**config.mk**
```make
export PLATFORM = sky130hd
export DESIGN_NAME = pid_balance_controller_flat
export DESIGN_NICKNAME = d
export VERILOG_FILES = /design/src/sv/pbc_pkg.sv /design/src/sv/pbc_in_if.sv /design/src/sv/pbc_out_if.sv /design/src/sv/pbc_shift_alu.sv /design/src/sv/pid_balance_controller.sv /design/src/flat_wrapper.sv
export VERILOG_INCLUDE_DIRS = /design/src /design/src/sv
export SDC_FILE = /design/constraint.sdc
export NUM_CORES = 2
export LEC_CHECK = 0
export ABC_AREA = 1
export BUFFER_PORTS_ARGS = -buffer_cell sky130_fd_sc_hd__buf_2
export CAP_MARGIN = 5
export CORE_ASPECT_RATIO = 0.8
export CORE_MARGIN = 3
export CORE_UTILIZATION = 59
export CTS_CLUSTER_DIAMETER = 150
export DETAILED_ROUTE_END_ITERATION = 6
export PLACE_DENSITY = 0.79
export SLEW_MARGIN = 20
export SYNTH_ARGS = -nofsm -noshare
export SYNTH_HDL_FRONTEND = slang
export SYNTH_SLANG_ARGS = --single-unit
export TNS_END_PERCENT = 20
```
**constraint.sdc**
```tcl
create_clock -name i_clk -period 5.46 [get_ports i_clk]
set_input_delay 0.819 -clock i_clk [delete_from_list [all_inputs] [get_ports i_clk]]
set_output_delay 0.819 -clock i_clk [all_outputs]
set_load 0.005 [all_outputs]
```
**src/sv/pid_balance_controller_assert.svh**
```systemverilog
// Assertion macros shared by the controller modules.
// Both expect i_clk and i_rst_n in the enclosing module.
`ifndef PID_BALANCE_CONTROLLER_ASSERT_SVH
`define PID_BALANCE_CONTROLLER_ASSERT_SVH

// same-cycle implication
`define PBC_ASSERT_SAME(label, ante, cons) \
    label: assert property (@(posedge i_clk) disable iff (!i_rst_n) (ante) |-> (cons)) \
        else $error("pbc: same-cycle check failed");

// next-cycle implication
`define PBC_ASSERT_NEXT(label, ante, cons) \
    label: assert property (@(posedge i_clk) disable iff (!i_rst_n) (ante) |=> (cons)) \
        else $error("pbc: next-cycle check failed");

`endif

```
**src/sv/pbc_pkg.sv**
```systemverilog
`timescale 1ns / 1ps
`default_nettype none

package pbc_pkg;

    // gains and elapsed time share one operand width
    localparam int GAIN_W    = 16;
    localparam int MUL_STEPS = GAIN_W;

    // configuration register indexes
    localparam logic [1:0] REG_SETPOINT = 2'd0;
    localparam logic [1:0] REG_GAIN_P   = 2'd1;
    localparam logic [1:0] REG_GAIN_I   = 2'd2;
    localparam logic [1:0] REG_GAIN_D   = 2'd3;

    typedef logic [1:0] t_alu_op;

    localparam t_alu_op OP_MUL_S = 2'd0;  // multiplier operand signed
    localparam t_alu_op OP_MUL_U = 2'd1;  // multiplier operand unsigned
    localparam t_alu_op OP_DIV   = 2'd2;  // unsigned restoring division

    typedef struct packed {
        logic    start;
        t_alu_op op;
    } t_alu_req;

endpackage

`default_nettype wire

```
**src/sv/pbc_in_if.sv**
```systemverilog
`timescale 1ns / 1ps
`default_nettype none

interface pbc_in_if #(
    parameter int ANGLE_WIDTH = 16
) ();
    logic                          valid;
    logic                          ready;
    logic signed [ANGLE_WIDTH-1:0] pitch_angle;
    logic        [15:0]            elapsed_ms;

    modport source (output valid, output pitch_angle, output elapsed_ms, input ready);
    modport sink   (input valid, input pitch_angle, input elapsed_ms, output ready);
endinterface

`default_nettype wire

```
**src/sv/pbc_out_if.sv**
```systemverilog
`timescale 1ns / 1ps
`default_nettype none

interface pbc_out_if ();
    logic               valid;
    logic               ready;
    logic signed [15:0] motor_one_drive;
    logic signed [15:0] motor_two_drive;
    logic signed [15:0] motor_three_drive;
    logic               drive_saturated;

    modport source (output valid, output motor_one_drive, output motor_two_drive,
                    output motor_three_drive, output drive_saturated, input ready);
    modport sink   (input valid, input motor_one_drive, input motor_two_drive,
                    input motor_three_drive, input drive_saturated, output ready);
endinterface

`default_nettype wire

```
**src/sv/pbc_shift_alu.sv**
```systemverilog
`timescale 1ns / 1ps
`default_nettype none

// Shared shift-add multiplier / restoring divider, one bit per cycle.
module pbc_shift_alu #(
    parameter int UW = 50,
    parameter int NW = 34
) (
    input  wire logic                        i_clk,
    input  wire logic                        i_rst_n,
    input  wire pbc_pkg::t_alu_req           i_req,
    input  wire logic [UW-1:0]               i_a,
    input  wire logic [pbc_pkg::GAIN_W-1:0]  i_b,
    output logic                             o_done,
    output logic [UW-1:0]                    o_result
);
    localparam int CNTW = $clog2(NW + 1);
    localparam int RW   = pbc_pkg::GAIN_W + 1;

    logic                        r_busy;
    logic                        r_done;
    pbc_pkg::t_alu_op            r_op;
    logic [CNTW-1:0]             r_cnt;
    logic [UW-1:0]               r_acc;     // product, or remainder in low bits
    logic [UW-1:0]               r_mcand;   // multiplicand, or numerator/quotient
    logic [pbc_pkg::GAIN_W-1:0]  r_mplier;  // multiplier, or divisor

    logic [RW-1:0] w_trial;
    logic [RW-1:0] w_rem;
    logic          w_ge;
    logic          w_last;
    logic [UW-1:0] w_addend;

    always_comb begin
        w_trial  = {r_acc[RW-2:0], r_mcand[NW-1]};
        w_ge     = w_trial >= {1'b0, r_mplier};
        w_rem    = w_ge ? (w_trial - {1'b0, r_mplier}) : w_trial;
        w_last   = r_cnt == CNTW'(1);
        w_addend = r_mplier[0] ? r_mcand : '0;
    end

    always_ff @(posedge i_clk) begin
        if (!i_rst_n) begin
            r_busy <= 1'b0;
            r_done <= 1'b0;
            r_cnt  <= '0;
            r_op   <= pbc_pkg::OP_MUL_S;
        end else begin
            r_done <= 1'b0;
            if (i_req.start) begin
                r_busy <= 1'b1;
                r_op   <= i_req.op;
                r_cnt  <= (i_req.op == pbc_pkg::OP_DIV) ? CNTW'(NW)
                                                        : CNTW'(pbc_pkg::MUL_STEPS);
            end else if (r_busy) begin
                r_cnt <= r_cnt - CNTW'(1);
                if (w_last) begin
                    r_busy <= 1'b0;
                    r_done <= 1'b1;
                end
            end
        end
    end

    always_ff @(posedge i_clk) begin
        if (i_req.start) begin
            r_acc    <= '0;
            r_mcand  <= i_a;
            r_mplier <= i_b;
        end else if (r_busy) begin
            case (r_op)
                pbc_pkg::OP_DIV: begin
                    r_acc   <= {{(UW-RW){1'b0}}, w_rem};
                    r_mcand <= {r_mcand[UW-2:0], w_ge};
                end
                pbc_pkg::OP_MUL_S: begin
                    // top multiplier bit carries negative weight
                    if (w_last) begin
                        r_acc <= r_acc - w_addend;
                    end else begin
                        r_acc <= r_acc + w_addend;
                    end
                    r_mcand  <= {r_mcand[UW-2:0], 1'b0};
                    r_mplier <= {1'b0, r_mplier[pbc_pkg::GAIN_W-1:1]};
                end
                default: begin
                    r_acc    <= r_acc + w_addend;
                    r_mcand  <= {r_mcand[UW-2:0], 1'b0};
                    r_mplier <= {1'b0, r_mplier[pbc_pkg::GAIN_W-1:1]};
                end
            endcase
        end
    end

    assign o_done   = r_done;
    assign o_result = (r_op == pbc_pkg::OP_DIV) ? {{(UW-NW){1'b0}}, r_mcand[NW-1:0]} : r_acc;

`include "pid_balance_controller_assert.svh"

    `PBC_ASSERT_SAME(a_no_start_busy, i_req.start, !r_busy)
    `PBC_ASSERT_SAME(a_done_at_end, r_done, !r_busy && (r_cnt == '0))

endmodule

`default_nettype wire

```
**src/sv/pid_balance_controller.sv**
```systemverilog
// Four 16-step multiplies and one (ANGLE_WIDTH+18)-step divide share one shift-add unit.
// Input ready only while the sequencer is idle; the divide is skipped when elapsed_ms is 0.
// A finished result waits in the output register while the next item is taken in.
// Reset (synchronous, active low): registers, integrator and previous error cleared.
`timescale 1ns / 1ps
`default_nettype none

module pid_balance_controller #(
    parameter int INTEGRATOR_WIDTH = 48,
    parameter int ANGLE_WIDTH      = 16
) (
    input  wire logic                     i_clk,
    input  wire logic                     i_rst_n,
    pbc_in_if.sink                        i_pitch,
    pbc_out_if.source                     o_drive,
    input  wire logic                     i_cfg_we,
    input  wire logic [1:0]               i_cfg_index,
    input  wire logic [(ANGLE_WIDTH > 16 ? ANGLE_WIDTH : 16)-1:0] i_cfg_data
);
    localparam int AW   = ANGLE_WIDTH;
    localparam int IW   = INTEGRATOR_WIDTH;
    localparam int GW   = pbc_pkg::GAIN_W;
    localparam int FRAC = AW - 3;
    localparam int EW   = AW + 1;                   // error
    localparam int DW   = AW + 2;                   // error difference
    localparam int MW   = AW + 5;                   // 10*|error|
    localparam int UW   = AW + 34;                  // shared unit width
    localparam int NW   = AW + 18;                  // division numerator bits
    localparam int XW   = (IW > UW ? IW : UW) + 1;  // integrator update
    localparam int SW   = XW + 1;                   // final sum
    localparam int TW   = SW - FRAC;

    localparam logic [15:0] DRIVE_MAX = 16'h7FFF;
    localparam logic [15:0] DRIVE_MIN = 16'h8000;

    localparam logic [2:0] S_IDLE  = 3'd0;
    localparam logic [2:0] S_PMUL  = 3'd1;
    localparam logic [2:0] S_IMUL1 = 3'd2;
    localparam logic [2:0] S_IMUL2 = 3'd3;
    localparam logic [2:0] S_DMUL  = 3'd4;
    localparam logic [2:0] S_DDIV  = 3'd5;
    localparam logic [2:0] S_SUM   = 3'd6;
    localparam logic [2:0] S_OUT   = 3'd7;

    // control and state
    logic [2:0]    r_state;
    logic          r_go;
    logic          r_out_valid;
    logic [AW-1:0] r_setpoint;
    logic [GW-1:0] r_gain_p;
    logic [GW-1:0] r_gain_i;
    logic [GW-1:0] r_gain_d;
    logic [IW-1:0] r_integral;
    logic [EW-1:0] r_prev_err;

    // payload
    logic [EW-1:0] r_err;
    logic [GW-1:0] r_dt;
    logic          r_big;
    logic          r_clip;
    logic [UW-1:0] r_p;
    logic [UW-1:0] r_d;
    logic [UW-1:0] r_tmp;
    logic [15:0]   r_drv;
    logic [15:0]   r_neg;
    logic [15:0]   r_one;
    logic [15:0]   r_three;
    logic          r_out_clip;

    pbc_pkg::t_alu_req w_req;
    logic [UW-1:0]     w_a;
    logic [GW-1:0]     w_b;
    logic              w_done;
    logic [UW-1:0]     w_res;

    logic [EW-1:0] w_err;
    logic [MW-1:0] w_err_ext;
    logic [MW-1:0] w_mag;
    logic [MW-1:0] w_mag10;
    logic          w_big;
    logic [DW-1:0] w_diff;
    logic [UW-1:0] w_tmp_mag;
    logic [UW-1:0] w_p;
    logic [XW-1:0] w_isum;
    logic          w_ihi;
    logic          w_ilo;
    logic [IW-1:0] w_isat;
    logic [SW-1:0] w_sum;
    logic [TW-1:0] w_sh;
    logic          w_dhi;
    logic          w_dlo;
    logic [15:0]   w_drv;
    logic          w_load;

    always_comb begin
        w_err     = {i_pitch.pitch_angle[AW-1], i_pitch.pitch_angle}
                  - {r_setpoint[AW-1], r_setpoint};
        w_err_ext = {{(MW-EW){w_err[EW-1]}}, w_err};
        w_mag     = w_err[EW-1] ? (~w_err_ext + MW'(1)) : w_err_ext;
        w_mag10   = {w_mag[MW-4:0], 3'b000} + {w_mag[MW-2:0], 1'b0};
        w_big     = w_mag10 > (MW'(3) << FRAC);

        w_diff    = {r_err[EW-1], r_err} - {r_prev_err[EW-1], r_prev_err};
        w_tmp_mag = r_tmp[UW-1] ? (~r_tmp + UW'(1)) : r_tmp;
        w_p       = r_big ? {w_res[UW-2:0], 1'b0} : w_res;

        // integrator: saturate when the bits above the sign position disagree
        w_isum = {{(XW-IW){r_integral[IW-1]}}, r_integral} + {{(XW-UW){w_res[UW-1]}}, w_res};
        w_ihi  = !w_isum[XW-1] && (|w_isum[XW-2:IW-1]);
        w_ilo  = w_isum[XW-1] && !(&w_isum[XW-2:IW-1]);
        if (w_ihi) begin
            w_isat = {1'b0, {(IW-1){1'b1}}};
        end else if (w_ilo) begin
            w_isat = {1'b1, {(IW-1){1'b0}}};
        end else begin
            w_isat = w_isum[IW-1:0];
        end

        // floor shift is a part-select of the two's complement sum
        w_sum = {{(SW-UW){r_p[UW-1]}}, r_p} + {{(SW-UW){r_d[UW-1]}}, r_d}
              + {{(SW-IW){r_integral[IW-1]}}, r_integral};
        w_sh  = w_sum[SW-1:FRAC];
        w_dhi = !w_sh[TW-1] && (|w_sh[TW-2:15]);
        w_dlo = w_sh[TW-1] && !(&w_sh[TW-2:15]);
        if (w_dhi) begin
            w_drv = DRIVE_MAX;
        end else if (w_dlo) begin
            w_drv = DRIVE_MIN;
        end else begin
            w_drv = w_sh[15:0];
        end

        w_load = (r_state == S_OUT) && (!r_out_valid || o_drive.ready);
    end

    // operand selection for the shared unit
    always_comb begin
        w_req.start = r_go;
        w_req.op    = pbc_pkg::OP_MUL_S;
        w_a         = {{(UW-EW){r_err[EW-1]}}, r_err};
        w_b         = r_gain_p;
        case (r_state)
            S_IMUL1: w_b = r_gain_i;
            S_IMUL2: begin
                w_req.op = pbc_pkg::OP_MUL_U;
                w_a      = r_tmp;
                w_b      = r_dt;
            end
            S_DMUL: begin
                w_a = {{(UW-DW){w_diff[DW-1]}}, w_diff};
                w_b = r_gain_d;
            end
            S_DDIV: begin
                w_req.op = pbc_pkg::OP_DIV;
                w_a      = w_tmp_mag;
                w_b      = r_dt;
            end
            default: begin
                w_b = r_gain_p;
            end
        endcase
    end

    pbc_shift_alu #(
        .UW (UW),
        .NW (NW)
    ) u_alu (
        .i_clk    (i_clk),
        .i_rst_n  (i_rst_n),
        .i_req    (w_req),
        .i_a      (w_a),
        .i_b      (w_b),
        .o_done   (w_done),
        .o_result (w_res)
    );

    always_ff @(posedge i_clk) begin
        if (!i_rst_n) begin
            r_state     <= S_IDLE;
            r_go        <= 1'b0;
            r_out_valid <= 1'b0;
            r_setpoint  <= '0;
            r_gain_p    <= '0;
            r_gain_i    <= '0;
            r_gain_d    <= '0;
            r_integral  <= '0;
            r_prev_err  <= '0;
        end else begin
            r_go <= 1'b0;
            if (i_cfg_we) begin
                case (i_cfg_index)
                    pbc_pkg::REG_SETPOINT: r_setpoint <= i_cfg_data[AW-1:0];
                    pbc_pkg::REG_GAIN_P:   r_gain_p   <= i_cfg_data[GW-1:0];
                    pbc_pkg::REG_GAIN_I:   r_gain_i   <= i_cfg_data[GW-1:0];
                    pbc_pkg::REG_GAIN_D:   r_gain_d   <= i_cfg_data[GW-1:0];
                    default:               r_gain_d   <= r_gain_d;
                endcase
            end
            if (r_out_valid && o_drive.ready) begin
                r_out_valid <= 1'b0;
            end
            case (r_state)
                S_IDLE: if (i_pitch.valid) begin
                    r_state <= S_PMUL;
                    r_go    <= 1'b1;
                end
                S_PMUL: if (w_done) begin
                    r_state <= S_IMUL1;
                    r_go    <= 1'b1;
                end
                S_IMUL1: if (w_done) begin
                    r_state <= S_IMUL2;
                    r_go    <= 1'b1;
                end
                S_IMUL2: if (w_done) begin
                    r_integral <= w_isat;
                    r_state    <= S_DMUL;
                    r_go       <= 1'b1;
                end
                S_DMUL: if (w_done) begin
                    r_prev_err <= r_err;
                    // no elapsed time: derivative stays zero, skip the divide
                    if (r_dt == '0) begin
                        r_state <= S_SUM;
                    end else begin
                        r_state <= S_DDIV;
                        r_go    <= 1'b1;
                    end
                end
                S_DDIV: if (w_done) begin
                    r_state <= S_SUM;
                end
                S_SUM: r_state <= S_OUT;
                S_OUT: if (w_load) begin
                    r_out_valid <= 1'b1;
                    r_state     <= S_IDLE;
                end
                default: r_state <= S_IDLE;
            endcase
        end
    end

    always_ff @(posedge i_clk) begin
        case (r_state)
            S_IDLE: if (i_pitch.valid) begin
                r_err  <= w_err;
                r_dt   <= i_pitch.elapsed_ms;
                r_big  <= w_big;
                r_clip <= 1'b0;
            end
            S_PMUL: if (w_done) begin
                r_p <= w_p;
            end
            S_IMUL1: if (w_done) begin
                r_tmp <= w_res;
            end
            S_IMUL2: if (w_done) begin
                r_clip <= r_clip | w_ihi | w_ilo;
            end
            S_DMUL: if (w_done) begin
                r_tmp <= w_res;
                r_d   <= '0;
            end
            S_DDIV: if (w_done) begin
                // quotient takes the numerator's sign: truncation toward zero
                r_d <= r_tmp[UW-1] ? (~w_res + UW'(1)) : w_res;
            end
            S_SUM: begin
                r_drv  <= w_drv;
                r_neg  <= (w_drv == DRIVE_MIN) ? DRIVE_MAX : (~w_drv + 16'd1);
                r_clip <= r_clip | w_dhi | w_dlo | (w_drv == DRIVE_MIN);
            end
            S_OUT: if (w_load) begin
                r_one      <= r_drv;
                r_three    <= r_neg;
                r_out_clip <= r_clip;
            end
            default: r_clip <= r_clip;
        endcase
    end

    assign i_pitch.ready             = (r_state == S_IDLE);
    assign o_drive.valid             = r_out_valid;
    assign o_drive.motor_one_drive   = r_one;
    assign o_drive.motor_two_drive   = r_one;
    assign o_drive.motor_three_drive = r_three;
    assign o_drive.drive_saturated   = r_out_clip;

`include "pid_balance_controller_assert.svh"

    `PBC_ASSERT_SAME(a_motor_mirror, r_out_valid && !r_out_clip, r_three == (~r_one + 16'd1))
    `PBC_ASSERT_NEXT(a_out_hold, (r_state == S_OUT) && r_out_valid && !o_drive.ready, r_state == S_OUT)

endmodule

`default_nettype wire

```
**src/flat_wrapper.sv**
```systemverilog
// flat-port wrapper written by rule: the top's interface ports become plain ports
module pid_balance_controller_flat 
#(
    parameter int INTEGRATOR_WIDTH = 48,
    parameter int ANGLE_WIDTH      = 16
)
  (i_clk, i_rst_n, i_cfg_we, i_cfg_index, i_cfg_data, i_pitch_valid, i_pitch_pitch_angle, i_pitch_elapsed_ms, i_pitch_ready, o_drive_valid, o_drive_motor_one_drive, o_drive_motor_two_drive, o_drive_motor_three_drive, o_drive_drive_saturated, o_drive_ready);
  pbc_in_if #(.ANGLE_WIDTH(ANGLE_WIDTH)) i_pitch_i ();
  pbc_out_if o_drive_i ();
  input  wire logic i_clk;
  input  wire logic i_rst_n;
  input  wire logic i_cfg_we;
  input  wire logic [1:0] i_cfg_index;
  input  wire logic [(ANGLE_WIDTH > 16 ? ANGLE_WIDTH : 16)-1:0] i_cfg_data;
  input wire logic [$bits(i_pitch_i.valid)-1:0] i_pitch_valid;
  input wire logic [$bits(i_pitch_i.pitch_angle)-1:0] i_pitch_pitch_angle;
  input wire logic [$bits(i_pitch_i.elapsed_ms)-1:0] i_pitch_elapsed_ms;
  output wire logic [$bits(i_pitch_i.ready)-1:0] i_pitch_ready;
  output wire logic [$bits(o_drive_i.valid)-1:0] o_drive_valid;
  output wire logic [$bits(o_drive_i.motor_one_drive)-1:0] o_drive_motor_one_drive;
  output wire logic [$bits(o_drive_i.motor_two_drive)-1:0] o_drive_motor_two_drive;
  output wire logic [$bits(o_drive_i.motor_three_drive)-1:0] o_drive_motor_three_drive;
  output wire logic [$bits(o_drive_i.drive_saturated)-1:0] o_drive_drive_saturated;
  input wire logic [$bits(o_drive_i.ready)-1:0] o_drive_ready;
  assign i_pitch_i.valid = i_pitch_valid;
  assign i_pitch_i.pitch_angle = i_pitch_pitch_angle;
  assign i_pitch_i.elapsed_ms = i_pitch_elapsed_ms;
  assign i_pitch_ready = i_pitch_i.ready;
  assign o_drive_valid = o_drive_i.valid;
  assign o_drive_motor_one_drive = o_drive_i.motor_one_drive;
  assign o_drive_motor_two_drive = o_drive_i.motor_two_drive;
  assign o_drive_motor_three_drive = o_drive_i.motor_three_drive;
  assign o_drive_drive_saturated = o_drive_i.drive_saturated;
  assign o_drive_i.ready = o_drive_ready;
  pid_balance_controller #(.INTEGRATOR_WIDTH(INTEGRATOR_WIDTH), .ANGLE_WIDTH(ANGLE_WIDTH)) u_core (.i_clk(i_clk), .i_rst_n(i_rst_n), .i_pitch(i_pitch_i), .o_drive(o_drive_i), .i_cfg_we(i_cfg_we), .i_cfg_index(i_cfg_index), .i_cfg_data(i_cfg_data));
endmodule
```
; After elaboration in Yosys (flattened, before gate mapping)
; Cells that the tools add are included.
[totals]
mem_bits_rw = 0
reg_bits = 510
rom_bits = 0
out_inout_bits = 51
memories = 0
inputBits = 55
elab_cells = 171
latchBits = 0
[classes]
n_bitwise = 11
div_mod_pow = 0
n_shift = 0
mul = 0
muxes = 52
order_cmp = 2
n_reduce_logical = 41
eq_ne = 22
n_addsub = 14
[ops]
columns = cell, n
row1 = $mux W50, 10
row2 = $pmux W50 S2, 2
row3 = $pmux W50 S3, 1
row4 = $add A50 B1 Y50 const B, 2
row5 = $not A50 Y50, 2
row6 = $mux W48, 2
row7 = $mux W16, 5
row8 = $add A51 B48 Y52, 1
row9 = $add A48 B50 Y51, 1
row10 = $add A50 B50 Y51, 1
row11 = $add A50 B50 Y50, 1
row12 = $sub A50 B50 Y50, 1
row13 = $pmux W16 S3, 1
row14 = $pmux W3 S8, 1
row15 = $reduce_and A23 Y1, 1
row16 = $reduce_or A23 Y1, 1
row17 = $reduce_and A2 Y1, 11
row18 = $add A21 B21 Y21, 1
row19 = $gt A21 B15 Y1 const B, 1
row20 = $mux W3, 7
row21 = $add A20 B1 Y20 const B, 1
row22 = $mux W20, 1
row23 = $not A20 Y20, 1
row24 = $mux W6, 3
row25 = 35 further kinds, 83

; Depth between registers and ports, before layout
[logic_depth]
ltp_word = 10
mapped_depth = 36
depth_no_buf = 35

; By module
; From an unflattened synthesis, not the netlist that was laid out.
[unflattened]
cells_unflattened = 6985
area_unflattened_um2 = 45697.6
[by_module_without_submodules]
columns = module, seq_area_each_um2, area_per_inst_um2, instances, cells_each
row1 = pid_balance_controller, 10189.8, 28803.9, 1, 3989
row2 = pbc_shift_alu, 3183.1, 16893.7, 1, 2996

; Worst setup path before layout
; No wires, ideal clock.
[synth_path]
kind = input to register
from = input port i_pitch_pitch_angle[0]
to = register u_core.r_big (data pin)
setup_slack_ps = 39
arrival_ps = 5148
setup_ps = 273
stages = 33
path_cell_list = inv_1 > ha_1 > inv_1 > fa_1 > nand3_1 > nand2_1 > a21oi_1 > nor2_1 > nor2_1 > o21ai_1 > a21boi_0 > o21ai_1 > a21boi_0 > inv_1 > nand2_1 > a22oi_2 > clkinv_1 > nand2_1 > xor2_1 > inv_1 > ha_1 > inv_1 > fa_1 > nor2_1 > a211oi_1 > o21ai_0 > a31oi_1 > o21ai_0 > a21oi_1 > o21bai_1 > xor2_1 > nor3_1 > o2111ai_1
[synth_between]
elab_chain_len = 6
[synth_rtl]
columns = item, line
row1 = from (decl), flat_wrapper.sv:16  ; input wire logic [$bits(i_pitch_i.pitch_angle)-1:0] i_pitch_pitch_angle;
row2 = $sub A16 B16 Y17 (*), pid_balance_controller.sv:97  ; - {r_setpoint[AW-1], r_setpoint};
row3 = via u_core.w_err[16], pid_balance_controller.sv:76  ; logic [EW-1:0] w_err;
row4 = $not A20 Y20, pid_balance_controller.sv:99  ; w_mag = w_err[EW-1] ? (~w_err_ext + MW'(1)) : w_err_ext;
row5 = $add A20 B1 Y20, pid_balance_controller.sv:99
row6 = $mux W20 (*), pid_balance_controller.sv:99
row7 = $add A21 B21 Y21 (*), pid_balance_controller.sv:100  ; w_mag10 = {w_mag[MW-4:0], 3'b000} + {w_mag[MW-2:0], 1'b0};
row8 = $gt A21 B15 Y1 (*), pid_balance_controller.sv:101  ; w_big = w_mag10 > (MW'(3) << FRAC);
row9 = via u_core.w_big, pid_balance_controller.sv:80  ; logic w_big;
row10 = to (signal assigned), pid_balance_controller.sv:248  ; r_big <= w_big;
row11 = to (decl), pid_balance_controller.sv:59  ; logic r_big;
; Mark *: on every way through the listed nets, which the timed path passes. The rest lies on a longest branch.
; A chain may end at the register's enable or synchronous reset.

; Final worst setup path
[layout_path]
from = register u_core.r_integral[47]
to = register u_core.r_clip (data pin)
[layout_between]
elab_chain_len = 9
word_cells_on_any_way = 24
cone_classes = 2 x add/sub / 1 x eq/ne / 4 x mux / 5 x bitwise / 12 x reduce/logical
[layout_rtl]
columns = item, line
row1 = from (decl), pid_balance_controller.sv:53  ; logic [IW-1:0] r_integral;
row2 = from (signal assigned), pid_balance_controller.sv:216  ; r_integral <= w_isat;
row3 = $add A51 B48 Y52 (*), pid_balance_controller.sv:121  ; + {{(SW-IW){r_integral[IW-1]}}, r_integral};
row4 = $reduce_and A23 Y1, pid_balance_controller.sv:124  ; w_dlo = w_sh[TW-1] && !(&w_sh[TW-2:15]);
row5 = $logic_not A1 Y1, pid_balance_controller.sv:124
row6 = $logic_and A1 B1 Y1, pid_balance_controller.sv:124
row7 = $mux W16, pid_balance_controller.sv:127  ; end else if (w_dlo) begin
row8 = $mux W16 (*), pid_balance_controller.sv:125  ; if (w_dhi) begin
row9 = via u_core.w_drv[0], pid_balance_controller.sv:92  ; logic [15:0] w_drv;
row10 = $eq A16 B16 Y1 (*), pid_balance_controller.sv:271  ; r_clip <= r_clip | w_dhi | w_dlo | (w_drv == DRIVE_MIN);
row11 = $or A1 B1 Y1 (*), pid_balance_controller.sv:271
row12 = $pmux W1 S3 (*), pid_balance_controller.sv:244  ; case (r_state)
row13 = to (signal assigned), pid_balance_controller.sv:258  ; r_clip <= r_clip | w_ihi | w_ilo;
row14 = to (signal assigned), pid_balance_controller.sv:271
row15 = to (signal assigned), pid_balance_controller.sv:278  ; default: r_clip <= r_clip;
row16 = to (decl), pid_balance_controller.sv:60  ; logic r_clip;
; Mark *: on every way through the listed nets, which the timed path passes. The rest lies on a longest branch. The select of a mux whose other input is x is not followed.

==> results.txt <==
Origin of the worst min-delay path: i_pitch_elapsed_ms[13]
Layout cells sized above 1: 0.0886
DRC errors left: 0
Lkg Pwr: 0.0219 µW
Reg2Reg Setup Slack: 170 ps
Cell Area, Synth: 42200 µm²
Core Util, Final: 0.656
Final Instance Area: 46300 µm²
Final period util: 0.968
Total CTS buffers: 55
Global Route Usage Sum: 0.416
Worst-margin pin slew: 1210 ps
Multi-input logic area: 24300 µm²
Detail Route Antenna Nets: 0
Hold Path Class: in2reg
Drt via density: 6.14
Synth warnings: 0
Layout Skew: 41.5 ps
Nets: 6555
Crit path time final: 5290 ps
Core Area: 70600 µm²
Hold Path End: u_core.r_dt[13]
CTS Hold Buffers Added: 0
Setup crit end kind: flip-flop
H-tree depth: 2
R2R Path End: u_core.r_clip
Clk Tree Root Cell: clkbuf_16
Slew Limit Fails: 0
Num ports: 106
Final setup viols: 0
Post-Synth XOR/XNOR Area: 0.0295
Worst path top cell family by delay: simple AND/OR/NAND/NOR gates
Vias in the first global route: 39200
EDFF count, synth: 316
Synth Area in Compound Gates: 0.199
Area of the die: 74800 µm²
Multiplexer share of the synthesized area: 0
WHS Path Cells: 1
Peak Freq: 189 MHz
Clock Pin Slew Worst Setup and Hold Paths: 60 ps
Post-Synth Adder-Cell Area: 0.107
Maximum buffer depth of the clock tree: 3
Fill cells: 6268
Reg area: 13400 µm²
Vias post-DR: 43900
Worst IR Drop VDD: 0.355 mV
PwrDens: 424 nW/µm²
WS Path Type: reg2reg
CTS tree: built
Yosys cell types: 68
Final hold viol count: 0
Global route total overflow: 0
Most frequent CP cell: nand2_1
Max Cap Viol: 0
Largest net degree at the start of global routing: 80
FFs w/ async S/R, synth: 0
Placed Area: 44400 µm²
Worst path slowest cell: dfxtp_1
Routed wire per std cell: 22.4 µm
Initial antenna violation count: 4
Bufs and invs on worst path: 1
Clock Latency Late Sink: 670 ps
Synthesized flop and latch total: 510
Simple-gate share of the synthesized area: 0.237
Rows: 87
CP arrival: 5810 ps
DRT iter0 DRCs: 6937
Post-synthesis sequential area ratio: 0.317
Reg2reg path depth: 25
R2R Path Start: u_core.r_integral[47]
Max-slew headroom: 0.186
Slowest stage delay, CP: 600 ps
Die Ht: 245 µm
Levels on crit path: 25
Required time of the critical path: 5980 ps
Outcome: finished, final reports clean
Routability Congestion: 1.09
Unrepaired setup endpoints after global routing: no
First-pass GRT wire length: 239000 µm
Die X-Extent: 305 µm
Routed WL: 161000 µm
DR pass1 iterations: 6
Syn avg cell area: 6.98 µm²
Clock sinks: 510
Hpwl dp: 127000 µm
Crit Path Max Fanout: 10
CP startpoint kind: flip-flop
Main combinational cell family by area after synthesis: simple AND/OR/NAND/NOR gates
Most used DFF post-synth: edfxtp_1
Initial core utilization: 0.598
# port buffers: 105
Synth-to-Final Area Change: 9.73%
Post-Syn Instances: 6046
per-layer routing:
| metal | part of all wire | GRT usage |
|---|---|---|
| met4 | 0.029 | 0.113 |
| met1 | 0.43 | 0.631 |
| met5 | 0.00036 | 0 |
| met3 | 0.17 | 0.148 |
| met2 | 0.37 | 0.547 |
placed cells by master, fill, tap and decap left out, drive strengths merged, types with 10 or more instances in the layout:
master,Yosys,layout
o221ai,11,11
nand3b,13,13
a21boi,16,16
o31ai,10,10
nand3,241,241
clkbuf,142,67
dfxtp,194,194
a41oi,14,14
xor2,96,96
a21oi,613,613
nand2,1247,1247
or2,41,41
o21ai,590,590
o21a,17,17
buf,54,265
a31oi,46,46
nand4,55,55
nor2,619,619
o211ai,42,42
fa,56,56
nor3,99,99
a32oi,16,16
nor4,29,29
a221oi,11,11
ha,271,271
clkinv,6,23
inv,1007,1014
xnor2,46,46
o22ai,16,16
a21o,23,23
a22oi,16,16
edfxtp,316,316
o21bai,20,20
cell usage after synthesis (9+ instances only):
cell type | number | area, µm²
inv_2 | 29 | 109
o211ai_1 | 42 | 315
buf_2 | 13 | 65.1
o21a_1 | 17 | 128
clkbuf_1 | 142 | 533
a22oi_1 | 15 | 113
a21o_1 | 23 | 173
edfxtp_1 | 316 | 9490
dfxtp_1 | 194 | 3880
fa_1 | 56 | 1120
o21bai_1 | 20 | 150
ha_1 | 271 | 3390
nor2_1 | 587 | 2200
nand4_1 | 54 | 338
o21ai_0 | 553 | 2770
nand3b_1 | 13 | 97.6
a41oi_1 | 14 | 123
o21ai_2 | 10 | 87.6
nand3_2 | 10 | 100
nor2_2 | 24 | 150
nand3_1 | 231 | 1160
a21boi_0 | 15 | 113
inv_1 | 978 | 3670
nand2_1 | 1213 | 4550
nor4_1 | 29 | 181
nor3_2 | 11 | 110
o32ai_1 | 9 | 78.8
o31ai_1 | 9 | 67.6
a32oi_1 | 16 | 140
a21oi_1 | 605 | 3030
o221ai_1 | 11 | 96.3
buf_4 | 21 | 158
or2_2 | 33 | 206
buf_1 | 15 | 56.3
xor2_1 | 96 | 841
o22ai_1 | 16 | 100
nand2_2 | 26 | 163
o21ai_1 | 27 | 135
a221oi_1 | 11 | 96.3
xnor2_1 | 46 | 403
nor3_1 | 88 | 440
a31oi_1 | 46 | 288
cell type report:
cell class | instances | share of cell area
tap | 934 | 0.0252
clock buffer | 67 | 0.0309
inverter | 1013 | 0.0821
timing repair buffer | 265 | 0.0387
sequential | 510 | 0.289
antenna | 1 | 0.0000540
clock inverter | 37 | 0.0105
multi-input combinational | 4328 | 0.524
what timing repair did:
| item | 4_1_cts | 5_1_grt |
|---|---|---|
| resized for setup | 0 | 13 |
| hold endpoints to repair | 0 | 0 |
| endpoints found under the setup margin | 0 | 2 |
| buffers inserted | 0 | 0 |
through the flow:
step	TNS (ps)	hold slack, ps	power [µW]	cells	setup WS (ps)
finish	0	329	19600	7155	172
global route	0	316	20700	7154	22.4
CTS	0	308	19100	7153	147
detailed placement	-435	405	15100	7049	-435
global placement	-263	402	14900	7049	-263
floorplan	0	400	11600	6047	38.6
logic make-up (layout without fill, tap and decap cells):
logic type | Yosys count | in the layout
AO/OA/AOI/OAI | 1505 | 1505
XOR/XNOR | 142 | 142
adder cells (fa/ha/maj) | 327 | 327
buffers and inverters | 1209 | 1382
flip-flops | 510 | 510
other | 1 | 3
AND/OR/NAND/NOR | 2352 | 2352
flip-flops by register name, summed over array words and instances, names as in the netlist, 2 cells and up:
name	flops
u_core.u_alu.r_acc	50
u_core.r_integral	48
u_core.o_drive.motor_three_drive	16
u_core.r_err	17
u_core.u_alu.r_op	2
u_core.r_state	3
u_core.r_gain_i	16
u_core.r_d	50
u_core.r_prev_err	17
u_core.r_p	50
u_core.u_alu.r_mcand	50
u_core.r_dt	16
u_core.r_neg	16
u_core.r_tmp	50
u_core.r_drv	16
u_core.r_gain_p	16
u_core.u_alu.r_mplier	16
u_core.r_gain_d	16
u_core.o_drive.motor_one_drive	16
u_core.u_alu.r_cnt	6
u_core.r_setpoint	16
power by group:
part	switching, µW	leakage [µW]	internal (µW)
Sequential	545	0.00451	4690
Clock	1790	0.000919	2280
Combinational	7170	0.0165	3150
Total	9500	0.0219	10100
worst max path at each step:
stage / slack [ps] / end / start
after floorplan: 40 / u_core.r_big / i_pitch_pitch_angle[0]
after global placement: -260 / u_core.r_big / i_pitch_pitch_angle[0]
after detailed placement: -430 / u_core.r_big / i_pitch_pitch_angle[0]
after CTS: 150 / u_core.r_big / u_core.r_setpoint[0]
after global routing: 20 / u_core.r_clip / u_core.r_d[12]
final: 170 / u_core.r_clip / u_core.r_integral[47]
Note: power is estimated with default switching activity, not from simulation.
